## src/rtl/core/wprf_pkg.sv

```systemverilog
// Shared types and constants of the waveform peak region finder.
// Holds the command record passed from the front end to the back end.
// No dependencies.
`default_nettype none

package wprf_pkg;

  localparam int IDX_W       = 12;  // width of every index field on the result port
  localparam int THR_W       = 16;  // width of the threshold registers
  localparam int MAX_RESULTS = 8;   // results one sample may cause
  localparam int FL_W        = 4;   // holds 0 .. MAX_RESULTS
  localparam int CQ_DEPTH    = 4;   // command queue entries
  localparam int CQ_PTR_W    = 2;
  localparam int CQ_CNT_W    = 3;

  localparam int CFG_IDX_W = 1;
  localparam logic [CFG_IDX_W-1:0] CFG_THR_IND = 1'b0;
  localparam logic [CFG_IDX_W-1:0] CFG_THR_COL = 1'b1;

  // One command per sample that touches the pending queue or ends the wire.
  typedef struct packed {
    logic            push;       // queue a new peak
    logic            emit;       // close the oldest peak at end_idx
    logic            last_item;  // final sample: flush and clear
    logic            ovf;        // overflow flag of the wire after this sample
    logic [FL_W-1:0] flush_n;    // entries to flush
    logic [IDX_W-1:0] start_idx;
    logic [IDX_W-1:0] peak_idx;
    logic [IDX_W-1:0] end_idx;
    logic [IDX_W-1:0] last_idx;
  } cmd_t;

endpackage

`default_nettype wire

```

## src/rtl/core/wprf_front.sv

```systemverilog
// Front end: sample history, window classification and queue bookkeeping.
// Turns each accepted sample into at most one command. Uses wprf_pkg.
`default_nettype none

module wprf_front
  import wprf_pkg::*;
#(
  parameter int MAX_SAMPLES   = 4096,
  parameter int PENDING_DEPTH = 8,
  parameter int SAMPLE_BITS   = 16
) (
  input  wire logic                          clk,
  input  wire logic                          rst,
  input  wire logic                          in_valid,
  input  wire logic                          cq_full,
  input  wire logic signed [SAMPLE_BITS-1:0] sample_value,
  input  wire logic                          plane_kind,
  input  wire logic                          final_sample,
  input  wire logic signed [THR_W-1:0]       thr_ind,
  input  wire logic signed [THR_W-1:0]       thr_col,
  output logic                               cmd_wr,
  output cmd_t                               cmd_ctl,
  output logic signed [SAMPLE_BITS-1:0]      cmd_height
);

  localparam int CNT_W = $clog2(MAX_SAMPLES + 1);
  localparam int QC_W  = $clog2(PENDING_DEPTH + 1);
  localparam int CMP_W = (SAMPLE_BITS > THR_W) ? SAMPLE_BITS : THR_W;
  localparam int LIM_W = (QC_W > FL_W) ? QC_W : FL_W;

  logic signed [SAMPLE_BITS-1:0] older, older_next;
  logic signed [SAMPLE_BITS-1:0] newer, newer_next;
  logic [CNT_W-1:0]              counter, counter_next;
  logic                          peak_open, peak_open_next;
  logic [IDX_W-1:0]              start_hold, start_hold_next;
  logic [QC_W-1:0]               pend_cnt, pend_cnt_next;
  logic                          ovf_seen, ovf_seen_next;

  logic                    accept, active, window, is_min, is_max;
  logic                    do_push, do_emit;
  logic signed [CMP_W-1:0] newer_x, thr_x;
  logic [IDX_W-1:0]        idx12, ctr12, last12;
  logic [QC_W-1:0]         cnt_after;
  logic [FL_W-1:0]         limit, flush_n;

  assign accept = in_valid && !cq_full;
  assign active = (counter != CNT_W'(MAX_SAMPLES));
  assign window = active && (counter >= CNT_W'(2));

  assign newer_x = CMP_W'(newer);
  assign thr_x   = plane_kind ? CMP_W'(thr_col) : CMP_W'(thr_ind);

  assign is_min = (older > newer) && (newer < sample_value);
  assign is_max = (older < newer) && (newer > sample_value) && (newer_x > thr_x);

  assign idx12  = IDX_W'(counter);
  assign ctr12  = idx12 - IDX_W'(1);
  assign last12 = active ? idx12 : IDX_W'(MAX_SAMPLES - 1);

  assign do_emit = window && is_min && peak_open && (pend_cnt != '0);
  assign do_push = window && !is_min && is_max && (pend_cnt < QC_W'(PENDING_DEPTH));

  assign cnt_after = pend_cnt + QC_W'(do_push) - QC_W'(do_emit);
  assign limit     = do_emit ? FL_W'(MAX_RESULTS - 1) : FL_W'(MAX_RESULTS);

  always_comb begin
    if (!final_sample) begin
      flush_n = '0;
    end else if (LIM_W'(cnt_after) < LIM_W'(limit)) begin
      flush_n = FL_W'(cnt_after);
    end else begin
      flush_n = limit;
    end
  end

  always_comb begin
    older_next      = older;
    newer_next      = newer;
    counter_next    = counter;
    peak_open_next  = peak_open;
    start_hold_next = start_hold;
    pend_cnt_next   = pend_cnt;
    ovf_seen_next   = ovf_seen;
    if (accept) begin
      if (window && is_min) begin
        peak_open_next  = 1'b0;
        start_hold_next = peak_open ? idx12 : ctr12;
      end else if (window && is_max) begin
        peak_open_next = 1'b1;
        if (!do_push) begin
          ovf_seen_next = 1'b1;
        end
      end
      pend_cnt_next = cnt_after;
      if (active) begin
        older_next   = newer;
        newer_next   = sample_value;
        counter_next = counter + CNT_W'(1);
      end
      // end of wire: drop all per-wire state
      if (final_sample) begin
        older_next      = '0;
        newer_next      = '0;
        counter_next    = '0;
        peak_open_next  = 1'b0;
        start_hold_next = '0;
        pend_cnt_next   = '0;
        ovf_seen_next   = 1'b0;
      end
    end
  end

  always_ff @(posedge clk) begin
    if (rst) begin
      older      <= '0;
      newer      <= '0;
      counter    <= '0;
      peak_open  <= 1'b0;
      start_hold <= '0;
      pend_cnt   <= '0;
      ovf_seen   <= 1'b0;
    end else begin
      older      <= older_next;
      newer      <= newer_next;
      counter    <= counter_next;
      peak_open  <= peak_open_next;
      start_hold <= start_hold_next;
      pend_cnt   <= pend_cnt_next;
      ovf_seen   <= ovf_seen_next;
    end
  end

  assign cmd_wr = accept && (do_push || do_emit || final_sample);

  always_comb begin
    cmd_ctl.push      = do_push;
    cmd_ctl.emit      = do_emit;
    cmd_ctl.last_item = final_sample;
    cmd_ctl.ovf       = ovf_seen || (window && !is_min && is_max && !do_push);
    cmd_ctl.flush_n   = flush_n;
    cmd_ctl.start_idx = start_hold;
    cmd_ctl.peak_idx  = ctr12;
    cmd_ctl.end_idx   = ctr12;
    cmd_ctl.last_idx  = last12;
  end

  assign cmd_height = newer;

endmodule

`default_nettype wire

```

## src/rtl/core/wprf_cmdq.sv

```systemverilog
// Short command queue between front end and back end.
// Flip-flop FIFO of CQ_DEPTH entries. Uses wprf_pkg.
`default_nettype none

module wprf_cmdq
  import wprf_pkg::*;
#(
  parameter int W = 8
) (
  input  wire logic         clk,
  input  wire logic         rst,
  input  wire logic         wr_en,
  input  wire logic [W-1:0] wr_data,
  output logic              full,
  input  wire logic         rd_en,
  output logic              rd_valid,
  output logic [W-1:0]      rd_data
);

  logic [W-1:0]        slots [CQ_DEPTH];
  logic [CQ_PTR_W-1:0] wr_ptr, rd_ptr;
  logic [CQ_CNT_W-1:0] count;
  logic                do_wr, do_rd;

  assign full     = (count == CQ_CNT_W'(CQ_DEPTH));
  assign rd_valid = (count != '0);
  assign rd_data  = slots[rd_ptr];
  assign do_wr    = wr_en && !full;
  assign do_rd    = rd_en && rd_valid;

  always_ff @(posedge clk) begin
    if (do_wr) begin
      slots[wr_ptr] <= wr_data;
    end
  end

  always_ff @(posedge clk) begin
    if (rst) begin
      wr_ptr <= '0;
      rd_ptr <= '0;
      count  <= '0;
    end else begin
      if (do_wr) begin
        wr_ptr <= wr_ptr + CQ_PTR_W'(1);
      end
      if (do_rd) begin
        rd_ptr <= rd_ptr + CQ_PTR_W'(1);
      end
      count <= count + CQ_CNT_W'(do_wr) - CQ_CNT_W'(do_rd);
    end
  end

endmodule

`default_nettype wire

```

## src/rtl/core/wprf_back.sv

```systemverilog
// Back end: pending-peak memory, emit and flush sequencing, result register.
// Executes commands from wprf_cmdq. Uses wprf_pkg.
`default_nettype none

module wprf_back
  import wprf_pkg::*;
#(
  parameter int PENDING_DEPTH = 8,
  parameter int SAMPLE_BITS   = 16
) (
  input  wire logic                          clk,
  input  wire logic                          rst,
  input  wire logic                          cmd_valid,
  input  wire cmd_t                          cmd_ctl,
  input  wire logic signed [SAMPLE_BITS-1:0] cmd_height,
  output logic                               cmd_pop,
  output logic                               out_valid,
  input  wire logic                          out_stall,
  output logic [IDX_W-1:0]                   start_index,
  output logic [IDX_W-1:0]                   peak_index,
  output logic [IDX_W-1:0]                   end_index,
  output logic signed [SAMPLE_BITS-1:0]      peak_height,
  output logic                               maxima_dropped,
  output logic                               wire_done
);

  localparam int PTR_W = (PENDING_DEPTH > 1) ? $clog2(PENDING_DEPTH) : 1;

  typedef enum logic [1:0] {
    PH_CMD   = 2'b01,
    PH_FLUSH = 2'b10
  } phase_t;

  logic [IDX_W-1:0]              mem_start  [PENDING_DEPTH];
  logic [IDX_W-1:0]              mem_peak   [PENDING_DEPTH];
  logic signed [SAMPLE_BITS-1:0] mem_height [PENDING_DEPTH];

  logic [IDX_W-1:0]              rd_start, rd_peak;
  logic signed [SAMPLE_BITS-1:0] rd_height;

  phase_t          phase, phase_next;
  logic [PTR_W-1:0] head, head_next, tail, tail_next;
  logic [FL_W-1:0]  flush_left, flush_left_next;

  logic             out_free, we, adv, clr, load;
  logic [IDX_W-1:0] load_end;
  logic             load_done;

  function automatic logic [PTR_W-1:0] ptr_inc(input logic [PTR_W-1:0] p);
    ptr_inc = (p == PTR_W'(PENDING_DEPTH - 1)) ? '0 : p + PTR_W'(1);
  endfunction

  assign out_free = !out_valid || !out_stall;

  always_comb begin
    phase_next      = phase;
    flush_left_next = flush_left;
    we              = 1'b0;
    adv             = 1'b0;
    clr             = 1'b0;
    load            = 1'b0;
    load_end        = cmd_ctl.end_idx;
    load_done       = 1'b0;
    cmd_pop         = 1'b0;
    unique case (phase)
      PH_CMD: begin
        // an emit needs the result register; push and flush setup do not
        if (cmd_valid && (!cmd_ctl.emit || out_free)) begin
          we = cmd_ctl.push;
          if (cmd_ctl.emit) begin
            load      = 1'b1;
            adv       = 1'b1;
            load_done = cmd_ctl.last_item && (cmd_ctl.flush_n == '0);
          end
          if (cmd_ctl.flush_n != '0) begin
            phase_next      = PH_FLUSH;
            flush_left_next = cmd_ctl.flush_n;
          end else begin
            cmd_pop = 1'b1;
            clr     = cmd_ctl.last_item;
          end
        end
      end
      PH_FLUSH: begin
        if (out_free) begin
          load            = 1'b1;
          adv             = 1'b1;
          load_end        = cmd_ctl.last_idx;
          load_done       = (flush_left == FL_W'(1));
          flush_left_next = flush_left - FL_W'(1);
          if (flush_left == FL_W'(1)) begin
            phase_next = PH_CMD;
            cmd_pop    = 1'b1;
            clr        = 1'b1;
          end
        end
      end
      default: begin
        phase_next = PH_CMD;
      end
    endcase
  end

  always_comb begin
    if (clr) begin
      head_next = '0;
      tail_next = '0;
    end else begin
      head_next = adv ? ptr_inc(head) : head;
      tail_next = we ? ptr_inc(tail) : tail;
    end
  end

  // keep the head entry in the read register; forward a write to the same slot
  always_ff @(posedge clk) begin
    if (we) begin
      mem_start[tail]  <= cmd_ctl.start_idx;
      mem_peak[tail]   <= cmd_ctl.peak_idx;
      mem_height[tail] <= cmd_height;
    end
    if (we && (tail == head_next)) begin
      rd_start  <= cmd_ctl.start_idx;
      rd_peak   <= cmd_ctl.peak_idx;
      rd_height <= cmd_height;
    end else begin
      rd_start  <= mem_start[head_next];
      rd_peak   <= mem_peak[head_next];
      rd_height <= mem_height[head_next];
    end
  end

  always_ff @(posedge clk) begin
    if (rst) begin
      phase      <= PH_CMD;
      head       <= '0;
      tail       <= '0;
      flush_left <= '0;
      out_valid  <= 1'b0;
    end else begin
      phase      <= phase_next;
      head       <= head_next;
      tail       <= tail_next;
      flush_left <= flush_left_next;
      if (load) begin
        out_valid <= 1'b1;
      end else if (!out_stall) begin
        out_valid <= 1'b0;
      end
    end
  end

  always_ff @(posedge clk) begin
    if (load) begin
      start_index    <= rd_start;
      peak_index     <= rd_peak;
      end_index      <= load_end;
      peak_height    <= rd_height;
      maxima_dropped <= cmd_ctl.ovf;
      wire_done      <= load_done;
    end
  end

endmodule

`default_nettype wire

```

## src/rtl/core/waveform_peak_region_finder_core.sv

```systemverilog
// Waveform peak region finder: one wire's samples in, hit regions out.
// Holds the threshold registers and joins front end, command queue and back end.
// Uses wprf_pkg, wprf_front, wprf_cmdq, wprf_back.
//
// Samples enter on in_valid/in_stall, one per cycle while in_stall is low, in
// index order, with the plane kind and a flag on the wire's last sample. Each
// strict local maximum above the plane's threshold opens a pending peak if one
// is free; each strict local minimum after a maximum closes the oldest pending
// peak and sends one hit out on out_valid/out_stall. The last sample flushes
// the pending peaks, up to MAX_RESULTS hits, one hit per cycle while out_stall
// is low, the final one carrying wire_done, and starts a fresh wire. Thresholds
// are written on cfg_valid/cfg_ready (always ready); the user writes them only
// while idle, which the block itself does not enforce. A minimum's command
// passes the command queue before the back end registers its hit. A flush
// holds the back end while it takes the command and sends its hits; the
// four-entry command queue absorbs samples and in_stall rises only once it is
// full. A hit held by out_stall stops emits and flushes. Reset clears
// thresholds, history and queues; no result is lost or repeated across a stall.
`default_nettype none

module waveform_peak_region_finder_core
  import wprf_pkg::*;
#(
  parameter int MAX_SAMPLES   = 4096,
  parameter int PENDING_DEPTH = 8,
  parameter int SAMPLE_BITS   = 16
) (
  input  wire logic                          clk,
  input  wire logic                          rst,
  input  wire logic                          in_valid,
  output logic                               in_stall,
  input  wire logic signed [SAMPLE_BITS-1:0] sample_value,
  input  wire logic                          plane_kind,
  input  wire logic                          final_sample,
  output logic                               out_valid,
  input  wire logic                          out_stall,
  output logic [IDX_W-1:0]                   start_index,
  output logic [IDX_W-1:0]                   peak_index,
  output logic [IDX_W-1:0]                   end_index,
  output logic signed [SAMPLE_BITS-1:0]      peak_height,
  output logic                               maxima_dropped,
  output logic                               wire_done,
  input  wire logic                          cfg_valid,
  output logic                               cfg_ready,
  input  wire logic [CFG_IDX_W-1:0]          cfg_index,
  input  wire logic [THR_W-1:0]              cfg_data
);

  localparam int CQ_W = $bits(cmd_t) + SAMPLE_BITS;

  logic signed [THR_W-1:0] thr_ind, thr_col;

  logic                          cq_full, cmd_wr, q_valid, q_pop;
  cmd_t                          wr_ctl, q_ctl;
  logic signed [SAMPLE_BITS-1:0] wr_height, q_height;
  logic [CQ_W-1:0]               q_data;

  assign cfg_ready = 1'b1;
  assign in_stall  = cq_full;

  always_ff @(posedge clk) begin
    if (rst) begin
      thr_ind <= '0;
      thr_col <= '0;
    end else if (cfg_valid && cfg_ready) begin
      unique case (cfg_index)
        CFG_THR_IND: thr_ind <= cfg_data;
        CFG_THR_COL: thr_col <= cfg_data;
        default: begin
        end
      endcase
    end
  end

  wprf_front #(
    .MAX_SAMPLES  (MAX_SAMPLES),
    .PENDING_DEPTH(PENDING_DEPTH),
    .SAMPLE_BITS  (SAMPLE_BITS)
  ) u_front (
    .clk         (clk),
    .rst         (rst),
    .in_valid    (in_valid),
    .cq_full     (cq_full),
    .sample_value(sample_value),
    .plane_kind  (plane_kind),
    .final_sample(final_sample),
    .thr_ind     (thr_ind),
    .thr_col     (thr_col),
    .cmd_wr      (cmd_wr),
    .cmd_ctl     (wr_ctl),
    .cmd_height  (wr_height)
  );

  wprf_cmdq #(
    .W(CQ_W)
  ) u_cmdq (
    .clk     (clk),
    .rst     (rst),
    .wr_en   (cmd_wr),
    .wr_data ({wr_ctl, wr_height}),
    .full    (cq_full),
    .rd_en   (q_pop),
    .rd_valid(q_valid),
    .rd_data (q_data)
  );

  assign q_ctl    = q_data[CQ_W-1:SAMPLE_BITS];
  assign q_height = q_data[SAMPLE_BITS-1:0];

  wprf_back #(
    .PENDING_DEPTH(PENDING_DEPTH),
    .SAMPLE_BITS  (SAMPLE_BITS)
  ) u_back (
    .clk           (clk),
    .rst           (rst),
    .cmd_valid     (q_valid),
    .cmd_ctl       (q_ctl),
    .cmd_height    (q_height),
    .cmd_pop       (q_pop),
    .out_valid     (out_valid),
    .out_stall     (out_stall),
    .start_index   (start_index),
    .peak_index    (peak_index),
    .end_index     (end_index),
    .peak_height   (peak_height),
    .maxima_dropped(maxima_dropped),
    .wire_done     (wire_done)
  );

endmodule

`default_nettype wire

```

## config.mk

```make
export PLATFORM = sky130hd
export DESIGN_NAME = waveform_peak_region_finder_core
export DESIGN_NICKNAME = d
export VERILOG_FILES = /design/src/rtl/core/wprf_pkg.sv /design/src/rtl/core/wprf_front.sv /design/src/rtl/core/wprf_cmdq.sv /design/src/rtl/core/wprf_back.sv /design/src/rtl/core/waveform_peak_region_finder_core.sv
export SDC_FILE = /design/constraint.sdc
export NUM_CORES = 1
export LEC_CHECK = 0
export ABC_AREA = 1
export BUFFER_PORTS_ARGS = -buffer_cell sky130_fd_sc_hd__buf_2
export CAP_MARGIN = 20
export CORE_MARGIN = 10
export CORE_UTILIZATION = 25
export DETAILED_ROUTE_END_ITERATION = 8
export GPL_TIMING_DRIVEN = 1
export SETUP_SLACK_MARGIN = 0.02
export SYNTH_ARGS = -nofsm -noshare
export SYNTH_HDL_FRONTEND = slang
export SYNTH_HIERARCHICAL = 1
export SYNTH_SLANG_ARGS = --single-unit
export TNS_END_PERCENT = 50
```

## constraint.sdc

```tcl
create_clock -name clk -period 8.2 [get_ports clk]
set_clock_uncertainty 0.2 [all_clocks]
set_input_delay 0 -clock clk [delete_from_list [all_inputs] [get_ports clk]]
set_output_delay 0 -clock clk [all_outputs]
set_load 0.02 [all_outputs]
```

## Word-level counts from Yosys, hierarchy flattened

Memories as Yosys holds them, arrays and structs flattened. A register that Yosys moved wholly into a read port is not among the register bits.
Index checks and enable logic that the tools add are counted.

- Register bits: 169
- Bits in writable memories: 608
- Bits of input ports: 40
- Output and inout bits: 57
- Logic and storage cells: 171
- Memories kept: 4

- Add/subtract/negate cells: 11
- Order comparisons: 8
- Eq/ne operators: 14
- Multiplexer cells: 63
- Bitwise operators: 1
- Reductions and logical operators: 47

Memories:

| memory | words | bits a word | read ports | clocked after Yosys merged registers in | write ports | RTL line | RTL |
|---|---|---|---|---|---|---|---|
| u_cmdq.slots | 4 | 72 | 1 | 1 | 1 | wprf_cmdq.sv:20 | `logic [W-1:0] slots [CQ_DEPTH];` |
| u_back.mem_height | 8 | 16 | 1 | 1 | 1 | wprf_back.sv:36 | `logic signed [SAMPLE_BITS-1:0] mem_height [PENDING_DEPTH];` |
| u_back.mem_peak | 8 | 12 | 1 | 1 | 1 | wprf_back.sv:35 | `logic [IDX_W-1:0] mem_peak [PENDING_DEPTH];` |
| u_back.mem_start | 8 | 12 | 1 | 1 | 1 | wprf_back.sv:34 | `logic [IDX_W-1:0] mem_start [PENDING_DEPTH];` |

Operators by type and width:

| operator | count |
|---|---|
| two-way mux 16 bit | 5 |
| two-way mux 12 bit | 6 |
| greater-than comparator 16 bit | 3 |
| less-than comparator 16 bit | 2 |
| two-way mux 4 bit | 7 |
| two-way mux 1 bit | 27 |
| two-way mux 13 bit | 2 |
| logical AND 1 bit | 18 |
| adder 13 x 1 -> 13 bit (second input constant) | 1 |
| >= comparator 13 x 2 -> 1 bit (second input constant) | 1 |
| inequality test 13 bit (second input constant) | 1 |
| two-way mux 2 bit | 6 |
| two-way mux 3 bit | 4 |
| AND reduction 4 bit | 3 |
| subtractor 12 x 1 -> 12 bit (second input constant) | 1 |
| inequality test 2 x 1 -> 1 bit (second input constant) | 5 |
| AND reduction 2 bit | 5 |
| equality test 3 bit (second input constant) | 3 |
| case mux 1 bit (2 select lines) | 4 |
| case mux 4 bit (2 select lines) | 1 |
| nonzero test 2 bit | 4 |
| nonzero test 4 bit | 2 |
| adder 3 x 1 -> 3 bit (second input constant) | 2 |
| logical NOT 1 bit | 6 |
| other kinds (18) | 25 |

## Depth between registers and ports, before layout

- Depth in word-level cells: 12
- Gate-level depth with buffers: 31
- Gate-level depth less buffers: 31

## Modules after synthesis

The synthesis kept the hierarchy.

By module, submodules not included:

| module | instances | cells an instance | area an instance (µm²) | sequential area each (µm²) |
|---|---|---|---|---|
| wprf_back | 1 | 1159 | 15158.3 | 11551.1 |
| wprf_cmdq | 1 | 762 | 11574.9 | 8828.5 |
| wprf_front | 1 | 671 | 4667.0 | 1261.2 |
| waveform_peak_region_finder_core | 1 | 179 | 1320.0 | 640.6 |

## Worst setup path before layout

Ideal clock, no wire load.

- Path kind: in2reg
- From: in plane_kind
- To: mem u_cmdq/slots[0][0] (netlist bit) (enable)
- Library setup time: 503 ps
- Data arrival time: 5877 ps
- Required time: 7497 ps
- Slack: 1621 ps
- Stages on the path: 18
- Buffers on the path: 2
- Cells stage by stage: clkbuf_1 -> buf_1 -> mux2i_1 -> ha_1 -> nand2_1 -> inv_1 -> nand3_1 -> nor4_1 -> nand2_1 -> o2111ai_1 -> and3b_1 -> nand2_1 -> nor2_1 -> inv_1 -> ha_1 -> a21oi_1 -> nand2_1 -> nor2_1

- Cells in the longest elaborated chain, start to end: 11

Ends and longest elaborated chain:

| what | RTL line | RTL |
|---|---|---|
| start, declared | waveform_peak_region_finder_core.sv:33 | `input wire logic plane_kind,` |
| two-way mux 16 bit | wprf_front.sv:51 | `assign thr_x = plane_kind ? CMP_W'(thr_col) : CMP_W'(thr_ind);` |
| greater-than comparator 16 bit | wprf_front.sv:54 | `assign is_max = (older < newer) && (newer > sample_value) && (newer_x > thr_x);` |
| logical AND 1 bit | wprf_front.sv:54 |  |
| logical AND 1 bit (2 in series) | wprf_front.sv:61 | `assign do_push = window && !is_min && is_max && (pend_cnt < QC_W'(PENDING_DEPTH));` |
| via u_front.do_push | wprf_front.sv:40 | `logic do_push, do_emit;` |
| logical OR 1 bit (2 in series) | wprf_front.sv:133 | `assign cmd_wr = accept && (do_push \|\| do_emit \|\| final_sample);` |
| logical AND 1 bit | wprf_front.sv:133 |  |
| via cmd_wr | waveform_peak_region_finder_core.sv:53 | `logic cq_full, cmd_wr, q_valid, q_pop;` |
| logical AND 1 bit | wprf_cmdq.sv:28 | `assign do_wr = wr_en && !full;` |
| two-way mux 1 bit | wprf_cmdq.sv:32 | `if (do_wr) begin` |
| two-way mux 1 bit (implied by the code) | wprf_cmdq.sv:33 | `slots[wr_ptr] <= wr_data;` |
| end, declared | wprf_cmdq.sv:20 |  |

The timed path passes the listed nets, and every way through them passes these cells.

==> impl_metrics.py <==
metrics = {
    "worst_hold_path": {
        "hold_start": "cfg_data[2]",
        "min-delay-path-class": "in -> reg",
    },
    "setup_path": {
        "critPathLaunchType": "register",
        "worstSetupPathType": "reg -> reg",
        "r2r_slack_ns": 3.08,
        "crit_start": "u_front/cmd_height[15]$_SDFFE_PP0P_",
        "required_ns": 8.25,
        "crit_path_end_kind": "register",
        "crit_path_end": "u_cmdq/slots[3][40]$_DFFE_PP_",
        "worstPathMaxFanout": 40,
        "r2r_start": "u_front/cmd_height[15]$_SDFFE_PP0P_",
        "r2r_end": "u_cmdq/slots[3][40]$_DFFE_PP_",
        "cp.arrival_ns": 5.17,
        "worstRegToRegCells": 20,
    },
    "sta": {
        "worstMarginPinSlew_ns": 1.17,
        "grt_setup_unrepaired": "no",
        "finalMaxSlewViolations": 0,
        "clock.fmax_mhz": 195,
        "setup_violations": 0,
        "period_share_pct": 62.4,
        "min_period_ns": 5.12,
        "fin_tns_setup_ns": 0,
        "finalHoldViolCount": 0,
        "relSlewSlack_pct": 21.7,
    },
    "final_layout": {
        "drive_gt1_share_pct": 13.3,
        "fin_nets": 3034,
        "fill_cells": 13167,
        "area_growth_pct": 17.0,
    },
    "cts": {
        "post-cts-setup-buffers": 0,
        "ctsResizeCount": 0,
        "clk_pin_slew_ns": 0.06,
        "cts_tree": "done",
        "cts_sinks": 782,
        "cts-root-buf": "clkbuf_16",
        "clockBufferDepth": 3,
        "clock_latency_ns": 0.63,
        "cts_buffers": 77,
        "h-tree-depth": 3,
    },
    "outcome": {
        "outcome": "completed",
    },
    "synthesis": {
        "ys_warn_count": 6,
        "synth_top_area_share_pct": 60.8,
        "synthDistinctLibCells": 52,
        "yosys.area.top_type": "edfxtp_1",
        "avgSynthCellArea_sq_um": 11.8,
        "ys_ff_latch": 782,
        "synth_area_sq_mm": 0.0327,
        "synthArstFlopShare_pct": 0,
        "ys_top_cells_by_count": "662 x edfxtp_1, 397 x nor2_1, 375 x nand2_1",
        "synthFlopType": "edfxtp_1",
        "syn_nets": 2887,
        "syn_inst": 2771,
        "synth_area_leaders": "edfxtp_1 61%, dfxtp_1 7.3%, nor2_1 4.6%",
        "yosysMostFrequentCell": "edfxtp_1",
        "yosysSeqAreaShare_pct": 68.1,
        "synth_edf_count": 662,
    },
    "drt": {
        "ant_nets": 0,
        "viasPerCell": 4.40,
        "wire_per_inst_um": 16.8,
        "num_vias": 20787,
        "dr.pass1.iters": 5,
        "routed_wl_um": 79400,
        "initialDrtViolationCount": 1846,
        "drc_errors": 0,
    },
    "placed_design": {
        "place_hpwl_um": 45500,
        "place_congestion": 0.808,
        "io_buffers": 95,
    },
    "floorplan": {
        "rows": 132,
        "die_h_um": 382,
        "die_area_sq_mm": 0.146,
        "num_io_pins": 97,
        "core_area_sq_mm": 0.130,
        "fp.dieW_um": 382,
        "initial_core_util_pct": 25.2,
    },
    "flow_run": {
        "cap_violations": 0,
    },
    "global_route": {
        "grt_start_max_net_pins": 93,
        "grt_pass1_wl_um": 121000,
        "first_global_vias": 20133,
        "antenna_found_initial": 0,
        "grt_overflow": 0,
        "grt_usage_pct": 10.5,
    },
    "power": {
        "power_frac_comb_pct": 16.2,
        "p_leak_uw": 0.0135,
        "clkPwrFrac_pct": 35.9,
        "power.internal_uw": 7070,
        "ir_drop_v": 0.000177,
        "seq_power_share_pct": 47.9,
        "pwr_density_cell_mw_per_mm2": 257,
        "fin_total_pwr_uw": 9840,
        "netSwitchingFraction_pct": 28.2,
        "power.switching_uw": 2780,
    },
}
[cell usage in the layout (no fill, tap or decap), drive strengths merged, types with 2 or more instances in the layout]
cell / netlist / routed
a21boi: 3 / 3
a21oi: 160 / 160
a31oi: 40 / 40
and3: 2 / 2
buf: 90 / 125
bufinv: 0 / 7
clkbuf: 66 / 92
clkinv: 0 / 34
clkinvlp: 0 / 5
dfxtp: 120 / 120
diode: 0 / 2
dlygate4sd3: 0 / 99
edfxtp: 662 / 662
fa: 2 / 2
ha: 74 / 74
inv: 157 / 159
mux2: 13 / 13
mux2i: 15 / 15
nand2: 381 / 381
nand3: 61 / 61
nand4: 10 / 10
nor2: 452 / 452
nor3: 9 / 9
nor4: 3 / 3
o211ai: 2 / 2
o21a: 5 / 5
o21ai: 348 / 348
o21bai: 4 / 4
o22ai: 72 / 72
xor2: 12 / 12
[kinds of logic (layout without fill, tap and decap cells)]
group                    Yosys count  count (layout)  synth area share [%]
adder cells (fa/ha/maj)           76              76                  2.95
AND/OR/NAND/NOR                  923             923                  11.7
other                              1               3                0.0115
buffers and inverters            313             521                  4.74
AO/OA/AOI/OAI                    636             636                  11.3
flip-flops                       782             782                  68.1
multiplexers                      28              28                 0.906
XOR/XNOR                          12              12                 0.321
[cell type report]
| type | instances | area, sq um | area share, % |
|---|---|---|---|
| diodes | 2 | 5.00 | 0.0131 |
| multi-input cells | 1676 | 8990 | 23.5 |
| clock buffers | 92 | 2060 | 5.37 |
| well taps | 1742 | 2180 | 5.69 |
| repair buffers | 224 | 1720 | 4.48 |
| flip-flops and latches | 782 | 22300 | 58.2 |
| inverters | 157 | 603 | 1.58 |
| clock inverters | 48 | 444 | 1.16 |
[worst max-delay path: stages (launching register included)]
cell and delay [ns]:
dfxtp_1 0.48, inv_1 0.08, ha_1 0.34, nand2_1 0.06, inv_1 0.06, nand3_1 0.08
nor3_1 0.20, nand2_1 0.10, nand2_1 0.07, nand2_1 0.04, nand2_1 0.08, nor4b_2 0.28
nand2_1 0.16, nor2_1 0.27, inv_1 0.12, ha_1 0.21, a21oi_1 0.31, nand2_1 0.33
nor2_4 0.15, buf_4 0.46, buf_4 0.60
[flip-flops by register name, summed over array words and instances (netlist names), 3 cells and up, named ones only]
signal,count
u_front/cmd_height,16
u_back/peak_height,16
u_back/mem_peak,96
u_back/flush_left,4
u_front/pend_cnt,4
u_back/end_index,12
u_back/start_index,12
u_front/counter,13
u_back/tail,3
u_cmdq/count,3
u_back/mem_height,128
u_back/mem_start,96
u_front/start_hold,12
thr_ind,16
u_back/peak_index,12
u_back/head,3
u_front/older,16
thr_col,16
u_cmdq/slots,288
[worst min path at each step]
stage	to	slack (ns)	cells past startpoint
floorplan	u_cmdq/count[1]$_SDFF_PP0_	-0.13	1
finish	thr_ind[2]$_SDFFE_PP0P_	0.03	6
detailed placement	thr_col[8]$_SDFFE_PP0P_	0.07	3
global route	u_front/cmd_height[4]$_SDFFE_PP0P_	0.06	4
global placement	thr_col[14]$_SDFFE_PP0P_	0.07	3
CTS	thr_ind[6]$_SDFFE_PP0P_	0.002	6
[power by group through the flow]
stage                     Sequential (uW)  Combinational [uW]  Clock, uW
after CTS                            4720                1610       3610
after global routing                 4740                1790       3780
final                                4720                1590       3530
after detailed placement             4810                1570          0
after global placement               4800                1550          0
after floorplan                      4790                1110          0
[metrics by stage]
step | worst slack [ns] | instances | area (sq um) | hold slack, ns | utilization, %
global placement | 2.92 | 4480 | 34700 | 0.0676 | 26.8
finish | 3.08 | 4723 | 38300 | 0.0284 | 29.5
CTS | 2.84 | 4720 | 38300 | 0.00214 | 29.5
floorplan | 1.62 | 2771 | 32700 | -0.133 | -
global route | 2.54 | 4721 | 38300 | 0.0564 | 29.5
detailed placement | 2.82 | 4481 | 34800 | 0.0732 | 26.8
[per-layer routing]
| layer | wire length [um] | vias up | GRT usage [%] |
|---|---|---|---|
| met4 | 1600 | 0 | 2.79 |
| met1 | 37100 | 10081 | 14.3 |
| met5 | 0 | - | 0 |
| li1 | - | 10063 | - |
| met2 | 36700 | 542 | 17.1 |
| met3 | 4070 | 101 | 1.83 |
[timing repair]
action                     in CTS  in global routing
hold endpoints to repair      117                  0
setup endpoints to repair       0                  0
hold buffers                   99                  0
(Power assumes the default switching activity.)
